[src/sv/pmx_pkg.sv]
// ============================================================================
// pmx_pkg: shared types and constants of the Pareto maxima core
// Default sizes, the fixed result index width and the control bundle that the
// back-end sequencer drives into the cell array.
// ============================================================================
package pmx_pkg;

    localparam int MAX_POINTS_DEF  = 64;
    localparam int COORD_WIDTH_DEF = 16;
    localparam int INDEX_WIDTH     = 6;
    localparam int QUEUE_DEPTH     = 4;

    // Commands from the sequencer to the cell array.
    typedef struct packed {
        logic insert;   // compare the head item against all cells and store it
        logic shift;    // move every cell down by one place toward cell 0
    } cell_ctrl_t;

endpackage

[src/sv/pmx_queue.sv]
// ============================================================================
// pmx_queue: input queue of the Pareto maxima core
// Small register FIFO that takes input beats and holds them for the back end.
// ============================================================================
module pmx_queue #(
    parameter int WIDTH = 33,
    parameter int DEPTH = 4
) (
    input  logic             aclk,
    input  logic             aresetn,
    input  logic             push_valid,
    output logic             push_ready,
    input  logic [WIDTH-1:0] push_data,
    output logic             head_valid,
    output logic [WIDTH-1:0] head_data,
    input  logic             pop
);
    import pmx_pkg::*;

    localparam int PTR_W = (DEPTH > 1) ? $clog2(DEPTH) : 1;
    localparam int CNT_W = $clog2(DEPTH + 1);

    logic [WIDTH-1:0] mem_reg [DEPTH];
    logic [PTR_W-1:0] wr_ptr_reg;
    logic [PTR_W-1:0] rd_ptr_reg;
    logic [CNT_W-1:0] fill_reg;
    logic             do_push;
    logic             do_pop;

    assign push_ready = (fill_reg != CNT_W'(DEPTH));
    assign head_valid = (fill_reg != '0);
    assign head_data  = mem_reg[rd_ptr_reg];
    assign do_push    = push_valid && push_ready;
    assign do_pop     = pop && head_valid;

    always_ff @(posedge aclk) begin
        if (do_push) begin
            mem_reg[wr_ptr_reg] <= push_data;
        end
    end

    always_ff @(posedge aclk) begin
        if (!aresetn) begin
            wr_ptr_reg <= '0;
            rd_ptr_reg <= '0;
            fill_reg   <= '0;
        end else begin
            if (do_push) begin
                wr_ptr_reg <= (wr_ptr_reg == PTR_W'(DEPTH - 1)) ? '0 : wr_ptr_reg + PTR_W'(1);
            end
            if (do_pop) begin
                rd_ptr_reg <= (rd_ptr_reg == PTR_W'(DEPTH - 1)) ? '0 : rd_ptr_reg + PTR_W'(1);
            end
            if (do_push && !do_pop) begin
                fill_reg <= fill_reg + CNT_W'(1);
            end else if (do_pop && !do_push) begin
                fill_reg <= fill_reg - CNT_W'(1);
            end
        end
    end

endmodule

[config.mk]
export PLATFORM = sky130hd
export DESIGN_NAME = pmx_queue
export DESIGN_NICKNAME = d
export VERILOG_FILES = /design/src/sv/pmx_pkg.sv /design/src/sv/pmx_queue.sv
export SDC_FILE = /design/constraint.sdc
export NUM_CORES = 1
export LEC_CHECK = 0
export BUFFER_PORTS_ARGS = -buffer_cell sky130_fd_sc_hd__buf_4
export CORE_MARGIN = 1.5
export CORE_UTILIZATION = 47
export DETAILED_ROUTE_END_ITERATION = 10
export PLACE_DENSITY = 0.73
export SYNTH_ARGS = -nofsm -noshare
export SYNTH_HDL_FRONTEND = slang
export SYNTH_SLANG_ARGS = --single-unit
[constraint.sdc]
create_clock -name aclk -period 2.25 [get_ports aclk]
set_input_delay 0.1125 -clock aclk [delete_from_list [all_inputs] [get_ports aclk]]
set_output_delay 0.1125 -clock aclk [all_outputs]
set_load 0.05 [all_outputs]
==> qor.csv <==
metric;value;unit
firstDrtPassIters;4;
final_nets;389;
power.switching;2.72;mW
yosysUniqueCellTypes;28;
final.setup.worst_slack;0.126;ns
root_buffer;clkbuf_8;
final_common_cell;edfxtp_1;
rsz0062_at_grt;no;
via_per_inst;5.12;
drtIter0Drc;135;
antenna_found_initial;0;
die_w;109;um
rows;38;
clk_latency;0.51;ns
vdd_ir_drop_max;0.627;mV
grt_use_total;0.171;
antennaDiodeCount;0;
finalCritPeriodShare;0.944;
synth_ff_type;edfxtp_1;
synth_area_leaders;edfxtp_1, mux4_2, dfxtp_1;
largest_reg_flops;132;
synth_seq_cells;141;
seq_area_frac_synth;0.790;
dp_slack;0.0231;ns
worst_pin_slew;0.905;ns
regToRegEndpoint;fill_reg[2];
min_path_type;primary input to register;
area_growth_syn_to_layout;31.2;%
numCtsBuffers;17;
netlist_instances;224;
remaining_drc_errors;0;
r2r_start;fill_reg[0];
final_cell_mix;edfxtp_1, buf_4, dlygate4sd3_1, mux4_2, clkbuf_16;
numClockSinks;141;
endpoint_kind;register;
die_h;109;um
power_density;1240;nW/um^2
crit_chain;or3b_1 -> and2_4 -> ha_1 -> inv_1 -> fa_1 -> xor2_1 -> or3_2 -> a21boi_0;
yosysTopAreaCell;edfxtp_1;
dieArea;11800;sq um
synth_top_area_share;0.756;
ff2ff_path_depth;8;
cp_num_buf_inv;1;
wirelength;9030;um
grt_pass1_wl;14100;um
startpoint_type;register;
portBuffers;71;
p_int;5.84;mW
fin_crit;2.12;ns
dr_total_vias;2552;
worstSetupPathType;register to register;
worstPathRequired;2.69;ns
place_hpwl;5160;um
min_from;pop;
setup_viol_count_final;0;
p_leak;2.39;nW
p_comb_frac;0.303;
skew;0.00435;ns
r2r_slack;0.13;ns
tritoncts;yes;
routedWlPerCell;18.1;um
grt_max_degree;34;
fill_cells;771;
switching_share;0.318;
drv_cap;0;
crit_family;simple AND/OR/NAND/NOR gates;
finalMaxSlewViolations;0;
status;finished clean;
synth_async_sr_flop_share;0;
grt_pass1_vias;2753;
syn-num-nets;268;
fin_setup_tns;0;ns
start_util;0.484;
synth_edf_count;132;
path_max_fanout;5;
hold_depth;4;
clk_path_buf_depth;2;
seq_power_share;0.388;
slowest_delay;0.40;ns
cpMaxStageDelayCell;or3_2;
grt_overflow_total;0;
core_area;10800;sq um
htree_levels;4;
layout-drive-gt1-share;0.413;
cp.arrival;2.56;ns
clk_pin_slew;0.06;ns
max_slew_margin;0.397;
fmax;471;MHz
hold_viol_final;0;
avgSynthCellArea;23.4;sq um
gp_congestion;0.718;
io-pin-count;72;
synthesis.yosys.warnings;0;
pwr-share-clk;0.309;
syn-cell-area;5250;sq um
final_antenna_net_count;0;
==> power by group through the flow <==
stage / registers (mW) / logic [mW] / clock network (mW)
global route: 3.35 / 2.75 / 2.81
global placement: 3.35 / 2.53 / 0
detailed placement: 3.37 / 2.57 / 0
CTS: 3.32 / 2.64 / 2.71
floorplan: 3.31 / 1.90 / 0
finish: 3.32 / 2.59 / 2.65
==> cells in the mapped netlist, types with 2 or more instances <==
| cell | n |
|---|---|
| o21ai_0 | 3 |
| buf_2 | 4 |
| ha_1 | 6 |
| buf_4 | 3 |
| nor2_1 | 2 |
| and3_2 | 4 |
| dfxtp_1 | 9 |
| nand3_1 | 2 |
| or3_2 | 2 |
| inv_1 | 3 |
| nand2_1 | 5 |
| mux4_2 | 33 |
| mux2i_1 | 2 |
| edfxtp_1 | 132 |
==> worst reg2reg max path, delay by kind of cell (launching register included) <==
kind | cells | cell delay, ns
AO/OA/AOI/OAI | 1 | 0.16
XOR/XNOR | 1 | 0.18
adder cells (fa/ha/maj) | 2 | 0.56
buffers and inverters | 1 | 0.06
flip-flops | 1 | 0.38
AND/OR/NAND/NOR | 3 | 0.70
==> what timing repair did <==
action	CTS	global route
setup buffers	0	0
gates resized for setup	0	3
hold buffers	36	0
hold endpoints to repair	141	0
setup endpoints to repair	0	1
==> worst max path at each step <==
stage                     cells after the start           to   startpoint
final                                         8  fill_reg[2]  fill_reg[0]
after global routing                          7  fill_reg[2]  fill_reg[1]
after CTS                                     7  fill_reg[2]  fill_reg[0]
after detailed placement                      7  fill_reg[2]  fill_reg[0]
after global placement                        7  fill_reg[2]  fill_reg[0]
after floorplan                               9  fill_reg[2]  fill_reg[0]
==> per-stage QoR <==
step | hold slack (ns) | area, sq um | utilization | std cells | power, mW
6_report | 0.0631 | 6880 | 0.635 | 498 | 8.56
5_1_grt | 0.0818 | 6880 | 0.635 | 498 | 8.91
4_1_cts | 0.0659 | 6880 | 0.634 | 498 | 8.66
3_5_place_dp | 0.315 | 5940 | 0.548 | 430 | 5.94
3_3_place_gp | 0.312 | 5940 | 0.548 | 430 | 5.88
2_1_floorplan | 0.211 | 5250 | - | 224 | 5.21
==> area by class of cell <==
| type | instances | area, sq um | share of cell area |
|---|---|---|---|
| clock inverter | 13 | 149 | 0.0216 |
| multi-input combinational | 70 | 1030 | 0.150 |
| inverter | 3 | 11.3 | 0.00164 |
| timing repair buffer | 112 | 943 | 0.137 |
| clock buffer | 19 | 422 | 0.0613 |
| sequential | 141 | 4150 | 0.603 |
| tap | 140 | 175 | 0.0254 |
==> routing by layer <==
layer | wire [um] | GRT usage | share of wire
met1 | 3880 | 0.213 | 0.43
met2 | 4700 | 0.280 | 0.52
met3 | 361 | 0.0544 | 0.040
met4 | 89 | 0.0658 | 0.0099
met5 | 0 | 0 | 0
==> cell families (layout without fill, tap and decap cells) <==
| group | Yosys count | in the layout | synth area share |
|---|---|---|---|
| compound gates | 6 | 6 | 0.00668 |
| buf+inv | 13 | 147 | 0.0138 |
| fa+ha+maj | 7 | 7 | 0.0181 |
| flops | 141 | 141 | 0.790 |
| xor+xnor | 2 | 2 | 0.00334 |
| simple gates | 20 | 20 | 0.0224 |
| mux | 35 | 35 | 0.146 |
Note: power is estimated with default switching activity, not from simulation.
