## src/sv/pmx_pkg.sv

```systemverilog
// ============================================================================
// pmx_pkg: shared types and constants of the Pareto maxima core
// Default sizes, the fixed result index width and the control bundle that the
// back-end sequencer drives into the cell array.
// ============================================================================
package pmx_pkg;

    localparam int MAX_POINTS_DEF  = 64;
    localparam int COORD_WIDTH_DEF = 16;
    localparam int INDEX_WIDTH     = 6;
    localparam int QUEUE_DEPTH     = 4;

    // Commands from the sequencer to the cell array.
    typedef struct packed {
        logic insert;   // compare the head item against all cells and store it
        logic shift;    // move every cell down by one place toward cell 0
    } cell_ctrl_t;

endpackage

```

## src/sv/pmx_back.sv

```systemverilog
// ============================================================================
// pmx_back: back-end sequencer of the Pareto maxima core
// Takes items from the queue, drives the cell array, then walks the stored
// points on a final item and delivers the survivors through an output register.
// ============================================================================
module pmx_back #(
    parameter int MAX_POINTS  = 64,
    parameter int COORD_WIDTH = 16
) (
    input  logic                                    aclk,
    input  logic                                    aresetn,
    input  logic                                    q_valid,
    input  logic                                    q_final,
    output logic                                    q_pop,
    output pmx_pkg::cell_ctrl_t                     ctrl,
    output logic [$clog2(MAX_POINTS+1)-1:0]         count,
    input  logic signed [COORD_WIDTH-1:0]           head_x,
    input  logic signed [COORD_WIDTH-1:0]           head_y,
    input  logic                                    head_alive,
    output logic                                    m_valid,
    input  logic                                    m_ready,
    output logic [pmx_pkg::INDEX_WIDTH-1:0]         m_kept_index,
    output logic signed [COORD_WIDTH-1:0]           m_kept_x,
    output logic signed [COORD_WIDTH-1:0]           m_kept_y,
    output logic                                    m_end_of_set,
    output logic                                    m_overflowed
);
    import pmx_pkg::*;

    localparam int CNT_W = $clog2(MAX_POINTS + 1);
    localparam int IDX_W = (MAX_POINTS > 1) ? $clog2(MAX_POINTS) : 1;

    typedef enum logic [2:0] {
        ST_ACCEPT = 3'b001,
        ST_SCAN   = 3'b010,
        ST_FLUSH  = 3'b100
    } state_t;

    state_t                        state_reg;
    logic [CNT_W-1:0]              count_reg;
    logic                          ovf_reg;
    logic [IDX_W-1:0]              scan_idx_reg;
    logic                          pend_valid_reg;
    logic [IDX_W-1:0]              pend_idx_reg;
    logic signed [COORD_WIDTH-1:0] pend_x_reg;
    logic signed [COORD_WIDTH-1:0] pend_y_reg;
    logic                          m_valid_reg;
    logic [INDEX_WIDTH-1:0]        m_index_reg;
    logic signed [COORD_WIDTH-1:0] m_x_reg;
    logic signed [COORD_WIDTH-1:0] m_y_reg;
    logic                          m_end_reg;
    logic                          m_ovf_reg;
    logic                          out_free;
    logic                          full;
    logic                          scan_last;
    logic                          step;
    logic                          m_load;

    assign out_free  = !m_valid_reg || m_ready;
    assign full      = (count_reg == CNT_W'(MAX_POINTS));
    assign scan_last = ((CNT_W'(scan_idx_reg) + CNT_W'(1)) == count_reg);
    assign step      = (state_reg == ST_SCAN) && out_free;
    // The held survivor moves to the output register when the scan finds the
    // next one, or when the scan is over.
    assign m_load    = pend_valid_reg
                       && ((step && head_alive) || ((state_reg == ST_FLUSH) && out_free));

    always_comb begin
        q_pop       = 1'b0;
        ctrl.insert = 1'b0;
        ctrl.shift  = 1'b0;
        case (state_reg)
            ST_ACCEPT: begin
                q_pop       = q_valid;
                ctrl.insert = q_valid && !full;
            end
            ST_SCAN: begin
                ctrl.shift = out_free;
            end
            ST_FLUSH: begin
            end
            default: begin
            end
        endcase
    end

    // Control registers.
    always_ff @(posedge aclk) begin
        if (!aresetn) begin
            state_reg      <= ST_ACCEPT;
            count_reg      <= '0;
            ovf_reg        <= 1'b0;
            scan_idx_reg   <= '0;
            pend_valid_reg <= 1'b0;
            m_valid_reg    <= 1'b0;
        end else begin
            if (m_load) begin
                m_valid_reg <= 1'b1;
            end else if (m_ready) begin
                m_valid_reg <= 1'b0;
            end
            case (state_reg)
                ST_ACCEPT: begin
                    if (q_valid) begin
                        if (full) begin
                            ovf_reg <= 1'b1;
                        end else begin
                            count_reg <= count_reg + CNT_W'(1);
                        end
                        if (q_final) begin
                            state_reg      <= ST_SCAN;
                            scan_idx_reg   <= '0;
                            pend_valid_reg <= 1'b0;
                        end
                    end
                end
                ST_SCAN: begin
                    if (step) begin
                        if (head_alive) begin
                            pend_valid_reg <= 1'b1;
                        end
                        if (scan_last) begin
                            state_reg <= ST_FLUSH;
                        end else begin
                            scan_idx_reg <= scan_idx_reg + IDX_W'(1);
                        end
                    end
                end
                ST_FLUSH: begin
                    if (out_free) begin
                        pend_valid_reg <= 1'b0;
                        count_reg      <= '0;
                        ovf_reg        <= 1'b0;
                        state_reg      <= ST_ACCEPT;
                    end
                end
                default: begin
                    state_reg <= ST_ACCEPT;
                end
            endcase
        end
    end

    // Payload registers: the pending survivor and the output register.
    always_ff @(posedge aclk) begin
        if (step && head_alive) begin
            pend_idx_reg <= scan_idx_reg;
            pend_x_reg   <= head_x;
            pend_y_reg   <= head_y;
            if (pend_valid_reg) begin
                m_index_reg <= INDEX_WIDTH'(pend_idx_reg);
                m_x_reg     <= pend_x_reg;
                m_y_reg     <= pend_y_reg;
                m_end_reg   <= 1'b0;
                m_ovf_reg   <= ovf_reg;
            end
        end else if ((state_reg == ST_FLUSH) && out_free) begin
            m_index_reg <= INDEX_WIDTH'(pend_idx_reg);
            m_x_reg     <= pend_x_reg;
            m_y_reg     <= pend_y_reg;
            m_end_reg   <= 1'b1;
            m_ovf_reg   <= ovf_reg;
        end
    end

    assign count        = count_reg;
    assign m_valid      = m_valid_reg;
    assign m_kept_index = m_index_reg;
    assign m_kept_x     = m_x_reg;
    assign m_kept_y     = m_y_reg;
    assign m_end_of_set = m_end_reg;
    assign m_overflowed = m_ovf_reg;

endmodule
```

## config.mk

```make
export PLATFORM = sky130hd
export DESIGN_NAME = pmx_back
export DESIGN_NICKNAME = d
export VERILOG_FILES = /design/src/sv/pmx_pkg.sv /design/src/sv/pmx_back.sv
export SDC_FILE = /design/constraint.sdc
export NUM_CORES = 1
export LEC_CHECK = 0
export ABC_CLOCK_PERIOD_IN_PS = 8200
export BUFFER_PORTS_ARGS = -buffer_cell sky130_fd_sc_hd__buf_2
export CORE_MARGIN = 3
export CORE_UTILIZATION = 55
export CTS_BUF_LIST = sky130_fd_sc_hd__clkbuf_16
export CTS_CLUSTER_SIZE = 10
export DETAILED_ROUTE_END_ITERATION = 12
export GPL_ROUTABILITY_DRIVEN = 0
export PLACE_DENSITY = 0.83
export SLEW_MARGIN = 20
export SYNTH_ARGS = -nofsm -noshare
export SYNTH_HDL_FRONTEND = slang
export SYNTH_SLANG_ARGS = --single-unit
```

## constraint.sdc

```tcl
create_clock -name aclk -period 8.2 [get_ports aclk]
set_input_delay 1.64 -clock aclk [delete_from_list [all_inputs] [get_ports aclk]]
set_output_delay 1.64 -clock aclk [all_outputs]
set_load 0.1 [all_outputs]
```

==> metrics.md <==
| Metric | Value |
|---|---|
| Final hold viol count | 0 |
| R2R Setup Slk | around 5.3 ns |
| Die extent in y | approximately 86 um |
| Max-cap violation count | 0 |
| Placed cells | about 380 |
| Number of antenna violations at the first check in global routing | 0 |
| Post-synth top cells | edfxtp_1, dfxtp_1, nand2_1 |
| Gr ovfl total | 0 |
| Cts hold-fix bufs | 0 |
| Syn_nets | between 200 and 300 |
| Layout area overhead | 23.3% |
| Clock Latency Late Sink | around 0.33 ns |
| DP Area | 0.00401 mm2 |
| GR Util All Layers | 18.7% |
| Total die area | between 0.007 and 0.008 mm2 |
| Synth Area per Inst | between 15 and 20 um2 |
| Reg-to-Reg End | m_kept_x[2] |
| Min cycle time layout | 4.34 ns |
| Dpl ws | 3.88 ns |
| Mean routed wirelength per cell | between 15 and 20 um |
| RSZ-0062 raised after global routing | false |
| Cell Rows | 28 |
| Status | complete, no violations |
| Post-synth EDFFs | 78 |
| Count leader, synth | edfxtp_1 |
| HPWL Detailed | around 4.4 mm |
| Synthesis-stage register bit count | 97 |
| Routed Antenna Nets | 0 |
| Peak supply drop | around 170 uV |
| CP arrival | between 2 and 3 ns |
| Post-synth top area cell | edfxtp_1 |
| Pwr Total | just under 1 mW |
| Vias in the first global route | just over 2000 |
| Fraction of registers with async set/reset | 0% |
| Final Skew | about 0.0062 ns |
| Relative slew slack | about 37% |
| Fin. max-slew vios | 0 |
| Final WL | around 6.3 mm |
| Port bufs | 88 |
| Number of diodes | 0 |
| Slew @ Worst Pin | roughly 0.94 ns |
| Post-route design area | roughly 0.0043 mm2 |
| Hold Crit Depth | 0 |
| Final Cycle Share | between 50% and 60% |
| Clk slew on worst S/H paths | about 0.070 ns |
| Vias | 2099 |
| Reg2reg path depth | 7 |
| Ports | between 80 and 90 |
| Starting DRT DRC Count | between 100 and 150 |
| End of the worst hold path | m_kept_index[3] |
| CTS Buf Count | 9 |
| Largest net degree at the start of global routing | between 40 and 50 |
| Synthesis warning total | 0 |
| Achievable frequency | about 0.23 GHz |
| Crit start category | input pin |
| Final WS setup | around 3.9 ns |
| CTS Buffer Depth | 2 |
| Synth top area cells | edfxtp_1, dfxtp_1, xor2_1 |
| Vias per Instance | approximately 5.4 |
| Max FO, Critical Path | 5 |
| Hold Crit Class | reg2reg |
| # setup viols final | 0 |
| Layout Cells excl Fill | slightly below 400 |
| Yosys cell types | 43 |
| Setup Buffers After CTS | 0 |
| First-pass GRT wire length | about 10 mm |
| Worst r2r src | state_reg[1] |
| Primary FF master, synth | edfxtp_1 |
| CTS root buf | clkbuf_16 |
| Synthesized cell area | 0.00349 mm2 |
| Share of layout cells above drive strength 1 | roughly a third |
| Sequential area share after synthesis | about 78% |
| PD cells | ~230 mW/mm2 |
| CTS sink cnt | 97 |
| Post-Syn Instances | approximately 220 |
| Die Span X | between 80 and 90 um |
| Initial Util | approximately 58% |
| Cts repair resizes | 0 |
| CP endpoint kind | output port |
| Required time of the worst setup path | 6.56 ns |
| TNS Setup | 0 ns |
| Top-area cell type share of the netlist area | between 60% and 70% |
| Placeable Area | about 0.006 mm2 |
| DR pass1 iterations | 5 |
| Fin nets | between 300 and 400 |
| Crit path kind | in2out |
| Residual DRC count | 0 |
| Hold Path Origin | pend_idx_reg[3] |
| CTS tree | yes |
| Leakage | approximately 1.6 nW |
| CTS HTree Levels | 3 |
per-stage QoR:
| step | utilization [%] | hold slack [ns] |
|---|---|---|
| detailed placement | 66.6 | 0.405 |
| global placement | 66.6 | 0.400 |
| floorplan | - | 0.400 |
| finish | 71.4 | 0.418 |
| CTS | 71.4 | 0.417 |
| global route | 71.4 | 0.419 |
layout make-up:
class / count / area, um2
clock buffer: 9 / 225
inverter: 8 / 30.0
multi-input combinational: 107 / 718
fill: 392 / 1720
clock inverter: 6 / 67.6
sequential: 97 / 2720
timing repair buffer: 89 / 448
tap: 75 / 93.8
layout by cell type (no fill, tap or decap), types with 7 or more instances in the layout:
| master | n |
|---|---|
| edfxtp_1 | 78 |
| nand2_1 | 11 |
| dfxtp_1 | 19 |
| xor2_1 | 8 |
| buf_2 | 88 |
| clkbuf_16 | 9 |
| a21oi_1 | 7 |
| nor2_1 | 11 |
| inv_1 | 8 |
worst max-delay path, stage by stage:
cell     delay (ns)
buf_2          0.09
nor2b_1        0.07
nor3_1         0.38
buf_2          0.51
power by group:
part	internal (mW)	leakage (nW)	switching (mW)
Clock	0.236	0.140	0.168
Combinational	0.0145	0.633	0.0282
Sequential	0.529	0.853	0.00349
how the worst max path moves through the flow:
stage	startpoint	cells past startpoint	endpoint
floorplan	q_valid	3	ctrl[1]
global placement	m_ready	4	ctrl[0]
detailed placement	m_ready	4	ctrl[0]
CTS	m_ready	4	ctrl[0]
global route	m_ready	4	ctrl[0]
finish	m_ready	4	ctrl[0]
metal layers:
layer,track usage (%),part of all wire (%)
met2,29.6,48
met4,6.47,1.8
met1,24.5,42
met5,0,0
met3,6.34,8.4
cell families (layout without fill, tap and decap cells):
logic type / Yosys count / in the layout / synth area share (%)
multiplexers: 1 / 1 / 0.287
flip-flops: 97 / 97 / 78.0
XOR/XNOR: 14 / 14 / 3.51
adder cells (fa/ha/maj): 3 / 3 / 1.07
AND/OR/NAND/NOR: 58 / 58 / 8.89
AO/OA/AOI/OAI: 31 / 31 / 6.74
buffers and inverters: 12 / 112 / 1.54
Note: power is estimated with default switching activity, not from simulation.
